`config.mk`:
```
export PLATFORM = sky130hd
export DESIGN_NAME = radix4_divide_stage_8bit
export DESIGN_NICKNAME = d
export VERILOG_FILES = /design/src/rtl/rd4_pkg.sv /design/src/rtl/radix4_divide_stage_8bit.sv /design/src/rtl/rd4_cell.sv /design/src/rtl/rd4_lead.sv
export SDC_FILE = /design/constraint.sdc
export NUM_CORES = 2
export LEC_CHECK = 0
export BUFFER_PORTS_ARGS = -buffer_cell sky130_fd_sc_hd__buf_4
export CAP_MARGIN = 20
export CORE_MARGIN = 2
export CORE_UTILIZATION = 56
export CTS_CLUSTER_SIZE = 25
export DETAILED_ROUTE_END_ITERATION = 8
export PLACE_DENSITY = 0.73
export SETUP_SLACK_MARGIN = 0.3
export SLEW_MARGIN = 30
export SYNTH_ARGS = -nofsm -noshare
export SYNTH_HDL_FRONTEND = slang
export SYNTH_SLANG_ARGS = --single-unit
export TNS_END_PERCENT = 20
```
`constraint.sdc`:
```
create_clock -name clk -period 6.8 [get_ports clk]
set_clock_uncertainty 0.1 [all_clocks]
set_input_delay 1.02 -clock clk [delete_from_list [all_inputs] [get_ports clk]]
set_output_delay 1.02 -clock clk [all_outputs]
set_load 0.005 [all_outputs]
```
`src/rtl/rd4_pkg.sv`:
```
// shared constants and types for the radix-4 divide stage
`timescale 1ns / 1ps

package rd4_pkg;

  localparam int REM_W   = 61;  // running remainder width
  localparam int DIFF_W  = 62;  // difference width, top bit is the borrow
  localparam int DIV_W   = 53;  // divisor width
  localparam int IDX_W   = 7;   // one index slice
  localparam int SLICES  = 8;   // slices in the index word
  localparam int TABLE_W = IDX_W * SLICES;
  localparam int QUO_W   = 8;   // quotient bits per word
  localparam int CELLS   = 4;   // radix-4 digits per word

  // word carried from cell to cell along the chain
  typedef struct packed {
    logic [REM_W-1:0]   rem;
    logic [DIV_W-1:0]   d1;
    logic [DIV_W:0]     d2;
    logic [DIV_W+1:0]   d3;
    logic [QUO_W-1:0]   bits;
    logic               ena;
    logic [TABLE_W-1:0] table_word;
  } cell_word_t;

endpackage

```
`src/rtl/radix4_divide_stage_8bit.sv`:
```
// radix-4 divide stage, eight quotient bits through a chain of four digit cells
// a word passes the entry register, the register of each digit cell and the result register; done rises with the result
// throughput: one word per clock, busy is always low; one cell per digit, one register each
// reset: rst clears the valid bits of the chain and done; payload registers are not reset
// the receiver cannot stall: each result is shown for one cycle with done high
`timescale 1ns / 1ps

module radix4_divide_stage_8bit (
  input  logic                        clk,
  input  logic                        rst,
  input  logic                        start,
  output logic                        busy,
  input  logic [rd4_pkg::REM_W-1:0]   partial_remainder,
  input  logic [rd4_pkg::DIV_W-1:0]   divisor_value,
  input  logic                        index_enable,
  input  logic [rd4_pkg::TABLE_W-1:0] index_table,
  output logic                        done,
  output logic [rd4_pkg::QUO_W-1:0]   quotient_bits,
  output logic [rd4_pkg::DIV_W-1:0]   remainder_out,
  output logic [rd4_pkg::IDX_W-1:0]   lead_index,
  output logic                        lead_ready
);
  import rd4_pkg::*;

  logic       chain_valid [0:CELLS];
  cell_word_t chain_word  [0:CELLS];
  logic       entry_valid;
  cell_word_t entry_word;
  cell_word_t entry_next;
  logic [IDX_W-1:0] lead_index_next;
  logic             lead_ready_next;

  // the chain takes a word every cycle
  assign busy = 1'b0;

  // entry word with 2D and 3D formed up front
  always_comb begin
    entry_next.rem        = partial_remainder;
    entry_next.d1         = divisor_value;
    entry_next.d2         = {divisor_value, 1'b0};
    entry_next.d3         = {divisor_value, 1'b0} + {2'b00, divisor_value};
    entry_next.bits       = '0;
    entry_next.ena        = index_enable;
    entry_next.table_word = index_table;
  end

  // entry register
  always_ff @(posedge clk) begin
    if (rst) begin
      entry_valid <= 1'b0;
    end else begin
      entry_valid <= start && !busy;
    end
  end

  always_ff @(posedge clk) begin
    entry_word <= entry_next;
  end

  assign chain_valid[0] = entry_valid;
  assign chain_word[0]  = entry_word;

  // digit cells, shifts 6, 4, 2, 0
  for (genvar i = 0; i < CELLS; i++) begin : g_cell
    rd4_cell #(
      .SHIFT(2 * (CELLS - 1 - i))
    ) u_cell (
      .clk      (clk),
      .rst      (rst),
      .in_valid (chain_valid[i]),
      .in_word  (chain_word[i]),
      .out_valid(chain_valid[i+1]),
      .out_word (chain_word[i+1])
    );
  end

  // leading-digit index from the finished word
  rd4_lead u_lead (
    .bits      (chain_word[CELLS].bits),
    .ena       (chain_word[CELLS].ena),
    .table_word(chain_word[CELLS].table_word),
    .lead_index(lead_index_next),
    .lead_ready(lead_ready_next)
  );

  // result strobe
  always_ff @(posedge clk) begin
    if (rst) begin
      done <= 1'b0;
    end else begin
      done <= chain_valid[CELLS];
    end
  end

  // result word register
  always_ff @(posedge clk) begin
    quotient_bits <= chain_word[CELLS].bits;
    remainder_out <= chain_word[CELLS].rem[DIV_W-1:0];
    lead_index    <= lead_index_next;
    lead_ready    <= lead_ready_next;
  end

endmodule

```
`src/rtl/rd4_cell.sv`:
```
// one radix-4 restoring digit cell with its pipeline register
`timescale 1ns / 1ps

module rd4_cell #(
  parameter int SHIFT = 0
) (
  input  logic                clk,
  input  logic                rst,
  input  logic                in_valid,
  input  rd4_pkg::cell_word_t in_word,
  output logic                out_valid,
  output rd4_pkg::cell_word_t out_word
);
  import rd4_pkg::*;

  logic [DIFF_W-1:0] rem_ext;
  logic [DIFF_W-1:0] mult1;
  logic [DIFF_W-1:0] mult2;
  logic [DIFF_W-1:0] mult3;
  logic [DIFF_W-1:0] diff1;
  logic [DIFF_W-1:0] diff2;
  logic [DIFF_W-1:0] diff3;
  logic [1:0]        digit;
  logic [REM_W-1:0]  rem_next;
  cell_word_t        word_next;

  // shifted multiples and the three trial differences
  assign rem_ext = {1'b0, in_word.rem};
  assign mult1   = {{(DIFF_W-DIV_W){1'b0}}, in_word.d1} << SHIFT;
  assign mult2   = {{(DIFF_W-DIV_W-1){1'b0}}, in_word.d2} << SHIFT;
  assign mult3   = {{(DIFF_W-DIV_W-2){1'b0}}, in_word.d3} << SHIFT;
  assign diff1   = rem_ext - mult1;
  assign diff2   = rem_ext - mult2;
  assign diff3   = rem_ext - mult3;

  // keep the largest multiple that does not borrow
  always_comb begin
    if (!diff3[DIFF_W-1]) begin
      digit    = 2'd3;
      rem_next = diff3[REM_W-1:0];
    end else if (!diff2[DIFF_W-1]) begin
      digit    = 2'd2;
      rem_next = diff2[REM_W-1:0];
    end else if (!diff1[DIFF_W-1]) begin
      digit    = 2'd1;
      rem_next = diff1[REM_W-1:0];
    end else begin
      digit    = 2'd0;
      rem_next = in_word.rem;
    end
  end

  // append the digit and hand the word on
  always_comb begin
    word_next      = in_word;
    word_next.rem  = rem_next;
    word_next.bits = {in_word.bits[QUO_W-3:0], digit};
  end

  // valid bit
  always_ff @(posedge clk) begin
    if (rst) begin
      out_valid <= 1'b0;
    end else begin
      out_valid <= in_valid;
    end
  end

  // payload register
  always_ff @(posedge clk) begin
    out_word <= word_next;
  end

endmodule

```
`src/rtl/rd4_lead.sv`:
```
// leading-digit index slice selection
`timescale 1ns / 1ps

module rd4_lead (
  input  logic [rd4_pkg::QUO_W-1:0]   bits,
  input  logic                        ena,
  input  logic [rd4_pkg::TABLE_W-1:0] table_word,
  output logic [rd4_pkg::IDX_W-1:0]   lead_index,
  output logic                        lead_ready
);
  import rd4_pkg::*;

  logic [IDX_W-1:0] slice;

  // slice at the highest set quotient bit, slice zero when none is set
  always_comb begin
    slice = table_word[IDX_W-1:0];
    for (int k = 0; k < QUO_W; k++) begin
      if (bits[k]) begin
        slice = table_word[k*IDX_W +: IDX_W];
      end
    end
  end

  // gate by enable; ready also needs a set quotient bit
  assign lead_index = ena ? slice : '0;
  assign lead_ready = ena && (bits != '0);

endmodule
```
Yosys cells after proc, flatten, opt, wreduce, memory -nomap -nowiden

Index checks and enable logic that the tools add are counted.

Bits of input ports: 174
Bits in registers: 1,109

$add $sub $neg: 13
Muxes and demuxes: 27
Reductions and logical operators: 6

Operator list:

| cell                         | count |
|---|---|
| 2-to-1 mux 61 bit            | 9 |
| 2-to-1 mux 53 bit            | 3 |
| subtractor 61 x 55 -> 62 bit | 2 |
| subtractor 61 x 57 -> 62 bit | 2 |
| subtractor 61 x 59 -> 62 bit | 2 |
| subtractor 61 x 53 -> 62 bit | 1 |
| subtractor 61 x 54 -> 62 bit | 1 |
| subtractor 61 x 56 -> 62 bit | 1 |
| subtractor 61 x 58 -> 62 bit | 1 |
| subtractor 61 x 60 -> 62 bit | 1 |
| subtractor 61 x 61 -> 62 bit | 1 |
| adder 54 x 53 -> 55 bit      | 1 |
| 2-to-1 mux 7 bit             | 7 |
| 2-to-1 mux 1 bit             | 8 |
| AND reduction 2 bit          | 4 |
| nonzero test 8 bit           | 1 |
| logical AND 1 bit            | 1 |

Longest topological paths before layout

Depth in word-level cells: 7
Mapped depth: 18
Gate-level depth less buffers: 16

Hierarchy

Synthesis repeated with hierarchy kept, for this count alone.

Cells, all modules: 9,431
Area, all modules: 79,542.5 um2

Modules (own cells, without submodules):

| module                       | area an instance (um2) | cells each | seq. area each (um2) | instances |
|---|---|---|---|---|
| rd4_cell at g_cell[3].u_cell | 17,536.8               | 2,180      | 5,785.5              | 1 |
| rd4_cell at g_cell[2].u_cell | 17,515.5               | 2,157      | 5,785.5              | 1 |
| rd4_cell at g_cell[1].u_cell | 17,469.3               | 2,155      | 5,785.5              | 1 |
| rd4_cell at g_cell[0].u_cell | 17,294.1               | 2,103      | 5,785.5              | 1 |
| radix4_divide_stage_8bit     | 9,126.3                | 748        | 5,925.7              | 1 |
| rd4_lead                     | 600.6                  | 88         | 0.0                  | 1 |

Worst setup path after synthesis

No wires, ideal clock.

Path type: input to register
From: in divisor_value[0] in the netlist's numbering
To: reg entry_word, in the netlist chain_word[1256]
Buffers on the path: 0
Data arrival time: 3.986 ns
Stages: 14
Setup slack: 2.641 ns
Data required time: 6.628 ns
Cells stage by stage: ha_1 -> fa_1 -> a21oi_1 -> nor2_1 -> nor4_1 -> o21ai_1 -> a31oi_1 -> o311a_1 -> o221ai_1 -> o2111ai_1 -> o22ai_1 -> or4b_1 -> a21oi_1 -> xnor2_1

RTL lines:

| what                 | RTL line                       | text |
|---|---|---|
| from (decl)          | radix4_divide_stage_8bit.sv:14 | `input logic [rd4_pkg::DIV_W-1:0] divisor_value,` |
| to (signal assigned) | radix4_divide_stage_8bit.sv:57 | `entry_word <= entry_next;` |
| to (decl)            | radix4_divide_stage_8bit.sv:28 | `cell_word_t entry_word;` |

Worst setup path after layout

From: reg g_cell[0].u_cell.out_word[232] in the netlist's numbering
To: reg g_cell[1].u_cell.out_word[285] in the netlist's numbering

Cells in the longest elaborated chain, start to end: 4

RTL lines:

| what                                    | RTL line       | text |
|---|---|---|
| from (decl)                             | rd4_cell.sv:12 | `output rd4_pkg::cell_word_t out_word` |
| from (signal assigned)                  | rd4_cell.sv:71 | `out_word <= word_next;` |
| subtractor 61 x 57 -> 62 bit            | rd4_cell.sv:32 | `assign diff1 = rem_ext - mult1;` |
| 2-to-1 mux 61 bit                       | rd4_cell.sv:44 | `end else if (!diff1[DIFF_W-1]) begin` |
| 2-to-1 mux 61 bit                       | rd4_cell.sv:41 | `end else if (!diff2[DIFF_W-1]) begin` |
| 2-to-1 mux 61 bit *                     | rd4_cell.sv:38 | `if (!diff3[DIFF_W-1]) begin` |
| named net g_cell[1].u_cell.rem_next[58] | rd4_cell.sv:24 | `logic [REM_W-1:0] rem_next;` |
| to (signal assigned)                    | rd4_cell.sv:71 |  |
| to (decl)                               | rd4_cell.sv:12 |  |

The timed path passes the listed nets; every way through them passes the cells marked *.
A chain may end at the register's enable or synchronous reset.

==> summary.txt <==
Detailed routing
  • Vias per std cell: 6.07
  • Iter 0 DRT Violations: 6336
  • Antenna Nets Post-Route: 0
  • DRC: 0
  • Vias: 61700
  • WL final: 203000 um
  • Drt pass-1 iters: 6
  • Routed len/inst: 20.0 um

Floorplan
  • Die Ht: 354 um
  • Rows: 128
  • Core box area: 122000 um2
  • IO Count: 245
  • Die W: 354 um
  • Starting Density: 56.5%
  • DIE AREA: between 100000 and 150000 um2

Global route
  • Vias in the first global route: about 58000
  • Total track usage: 31.1%
  • Initial antenna violation count: 1
  • Met1 Track Usage GR: 44.4%
  • GRT Max-Usage Layer: met2
  • GR met2 Demand/Resource: between 40% and 50%
  • Largest net degree at the start of global routing: 95
  • Met3 Usage GRT: 3.81%
  • Global-route wire length before repair: 314000 um
  • GR Overflow Total: 0

Placement
  • Placed wire-length estimate: 163000 um
  • Pre-CTS WS: 1.63 ns
  • Routability cong.: 1.03
  • Post-DP Area: 71700 um2
  • I/O Buffers: 243

Power
  • Power Dens Cells: 496 nW/um2
  • Peak VDD IR: 0.286 mV
  • Lkg Pwr: 34.7 nW

Clocking
  • Hold_buf cts: 0
  • CTS H-tree depth: 3
  • Clk buf depth: 3
  • CTS-repair resized insts: 0
  • CTS tree: yes
  • CTS buffer count: 112
  • Clk_lat worst skew: ~0.77 ns
  • Register clock-pin slew on the reported worst setup and hold paths: about 0.060 ns
  • Postcts setup bufs: 0
  • Clock sinks: 1105
  • Clk root buf: clkbuf_16

Min path
  • WHS Path Cells: 0
  • Hold endpoint: remainder_out[33]$_DFF_P_
  • Hold WC Path Type: reg -> reg
  • Worst Hold Launch: g_cell[3].u_cell.out_word[260]$_DFF_P_

Worst setup path
  • Worst path required time: 7.33 ns
  • RR Startpoint: g_cell[0].u_cell.out_word[232]$_DFF_P_
  • R2r setup slk: 1.62 ns
  • Most frequent CP cell: a21oi_1
  • Max incr delay on CP: 0.68 ns
  • Crit end category: flip-flop
  • Worst setup path class: reg -> reg
  • CP top delay family: compound AO/OA/AOI/OAI gates
  • Slowest stage cell, crit path: o41ai_2
  • Worst-path cell chain: inv_1 -> ha_1 -> fa_1 -> nand2b_1 -> a21oi_1 -> o21ai_1 -> a21oi_1 -> a211oi_1 -> or3_1 -> o41ai_2 -> a31oi_4 -> buf_4 -> nor2b_1 -> a31oi_1 -> xor2_1 -> mux2i_1
  • Crit Path Max Fanout: 38
  • Critical Path Start Type: flip-flop
  • RR Endpoint: g_cell[1].u_cell.out_word[285]$_DFF_P_
  • Worst reg2reg path depth: 16
  • Worst EP arrival: ~5.7 ns
  • CP bufs+invs: 2

Final layout
  • Layout cells sized above 1: 6.37%
  • Multi-input logic area: 43300 um2
  • Layout area overhead: 10.3%
  • Final instance area: 75800 um2
  • Final #Nets: 9314
  • FF/Latch Area: 22100 um2
  • FILL cells: 10700

STA
  • RSZ-0062 raised after global routing: false
  • Worst slew pin tran: 1.10 ns
  • Worst setup margin: 1.62 ns
  • Fin. Hold Viols: 0
  • Fmax: 193 MHz
  • Max_slew headroom: 25.8%
  • Crit share post-route: 76.2%
  • Slew Viols, Final: 0
  • Post-layout minimum cycle time: slightly above 5 ns
  • Setup Viol. Count Final: 0
  • Post-route setup TNS: 0 ns

Synth
  • Commonest register cell after synthesis: dfxtp_1
  • Post-synthesis register bit count: 1105
  • Synth async-reset ratio: 0%
  • Yosys cell types: about 100
  • Syn Inst Count: ~8400
  • Top cells by area, synth: dfxtp_1, ha_1, a21oi_1
  • Sequential share of the synthesized area: around 32%
  • Post-synth EDFFs: 0
  • Yosys warns: 0
  • Post-synth top area share: 32.2%
  • Cell taking the most area after synthesis: dfxtp_1
  • Post-synth net total: 9244
  • Syn Std Cell Area: 68700 um2
  • Syn avg cell area: between 8 and 9 um2

Job
  • Max-cap violations: 0

Outcome
  • Status: finished, final reports clean
worst max-delay path by stage:
stage,from,to,slack (ns),cells past startpoint
global placement,g_cell[0].u_cell.out_word[232]$_DFF_P_,g_cell[1].u_cell.out_word[287]$_DFF_P_,1.72,15
CTS,g_cell[0].u_cell.out_word[232]$_DFF_P_,g_cell[1].u_cell.out_word[285]$_DFF_P_,1.64,16
finish,g_cell[0].u_cell.out_word[232]$_DFF_P_,g_cell[1].u_cell.out_word[285]$_DFF_P_,1.62,16
floorplan,divisor_value[0],chain_word[1256]$_DFF_P_,2.64,14
global route,g_cell[0].u_cell.out_word[232]$_DFF_P_,g_cell[1].u_cell.out_word[285]$_DFF_P_,1.35,16
detailed placement,g_cell[0].u_cell.out_word[232]$_DFF_P_,g_cell[1].u_cell.out_word[285]$_DFF_P_,1.63,16
cell usage in the layout, fill, tap and decap left out, types with 99 or more instances in the layout:
master and count:
a211oi_1 144, a21o_1 426, a21oi_1 883, buf_4 268, clkbuf_16 112, dfxtp_1 1105
ha_1 694, inv_1 583, nand2_1 700, nand2b_1 103, nand3_1 145, nand4_1 126
nor2_1 541, nor3_1 99, o211ai_1 134, o21ai_0 367, o21ai_1 230, o21bai_1 111
xnor2_1 360, xor2_1 276
synthesized netlist by cell type (144+ instances only):
master	count
o21ai_0	367
nand2_1	700
o21ai_1	232
xor2_1	276
a21oi_1	884
clkbuf_1	264
nand3_1	145
a21o_1	426
inv_1	583
nor2_1	542
ha_1	694
dfxtp_1	1105
a211oi_1	144
xnor2_1	360
kinds of logic (layout without fill, tap and decap cells):
family / Yosys count / in the layout / share of synthesized area [%]
AO/OA/AOI/OAI: 2854 / 2854 / 26.3
XOR/XNOR: 636 / 636 / 8.10
adder cells (fa/ha/maj): 707 / 707 / 13.0
buffers and inverters: 903 / 1070 / 5.03
flip-flops: 1105 / 1105 / 32.2
multiplexers: 77 / 77 / 1.15
other: 1 / 2 / 0.00546
AND/OR/NAND/NOR: 2080 / 2080 / 14.2
flip-flops by register name (all words and copies together) (netlist names):
register / flops
remainder_out: 53
lead_ready: 1
g_cell.u_cell.out_valid: 4
lead_index: 7
g_cell.u_cell.out_word: 805
entry_valid: 1
chain_word: 225
quotient_bits: 8
done: 1
metrics by stage:
step / total power [mW] / utilization, % / std cells / hold WS (ns)
3_5_place_dp: 30.3 / 58.9 / 9944 / 0.212
6_report: 37.6 / 62.3 / 10200 / 0.200
2_1_floorplan: 24.9 / - / 8363 / 0.210
3_3_place_gp: 30.0 / 58.9 / 9943 / 0.210
5_1_grt: 40.3 / 62.3 / 10200 / 0.190
4_1_cts: 37.2 / 62.3 / 10200 / 0.175
metal layers:
| metal | part of all wire, % | vias up | wire (um) |
|---|---|---|---|
| li1 | - | 30100 | - |
| met1 | 46 | 28400 | 92800 |
| met2 | 43 | 2725 | 86500 |
| met3 | 8.0 | 380 | 16300 |
| met4 | 3.5 | 0 | 7160 |
| met5 | 0 | - | 0 |
final cells by class:
cell class,instances,share of cell area (%)
clock buffer,147,4.08
timing repair buffer,272,2.75
inverter,587,2.91
antenna,1,0.00330
sequential,1105,29.2
tap,1625,2.68
clock inverter,64,1.38
multi-input combinational,6355,57.0
power breakdown:
part           total (mW)  switching, mW  internal (mW)
combinational        21.4           12.6           8.81
sequential           9.46           1.51           7.95
clock                6.75           2.77           3.98
Note: power is estimated with default switching activity, not from simulation.
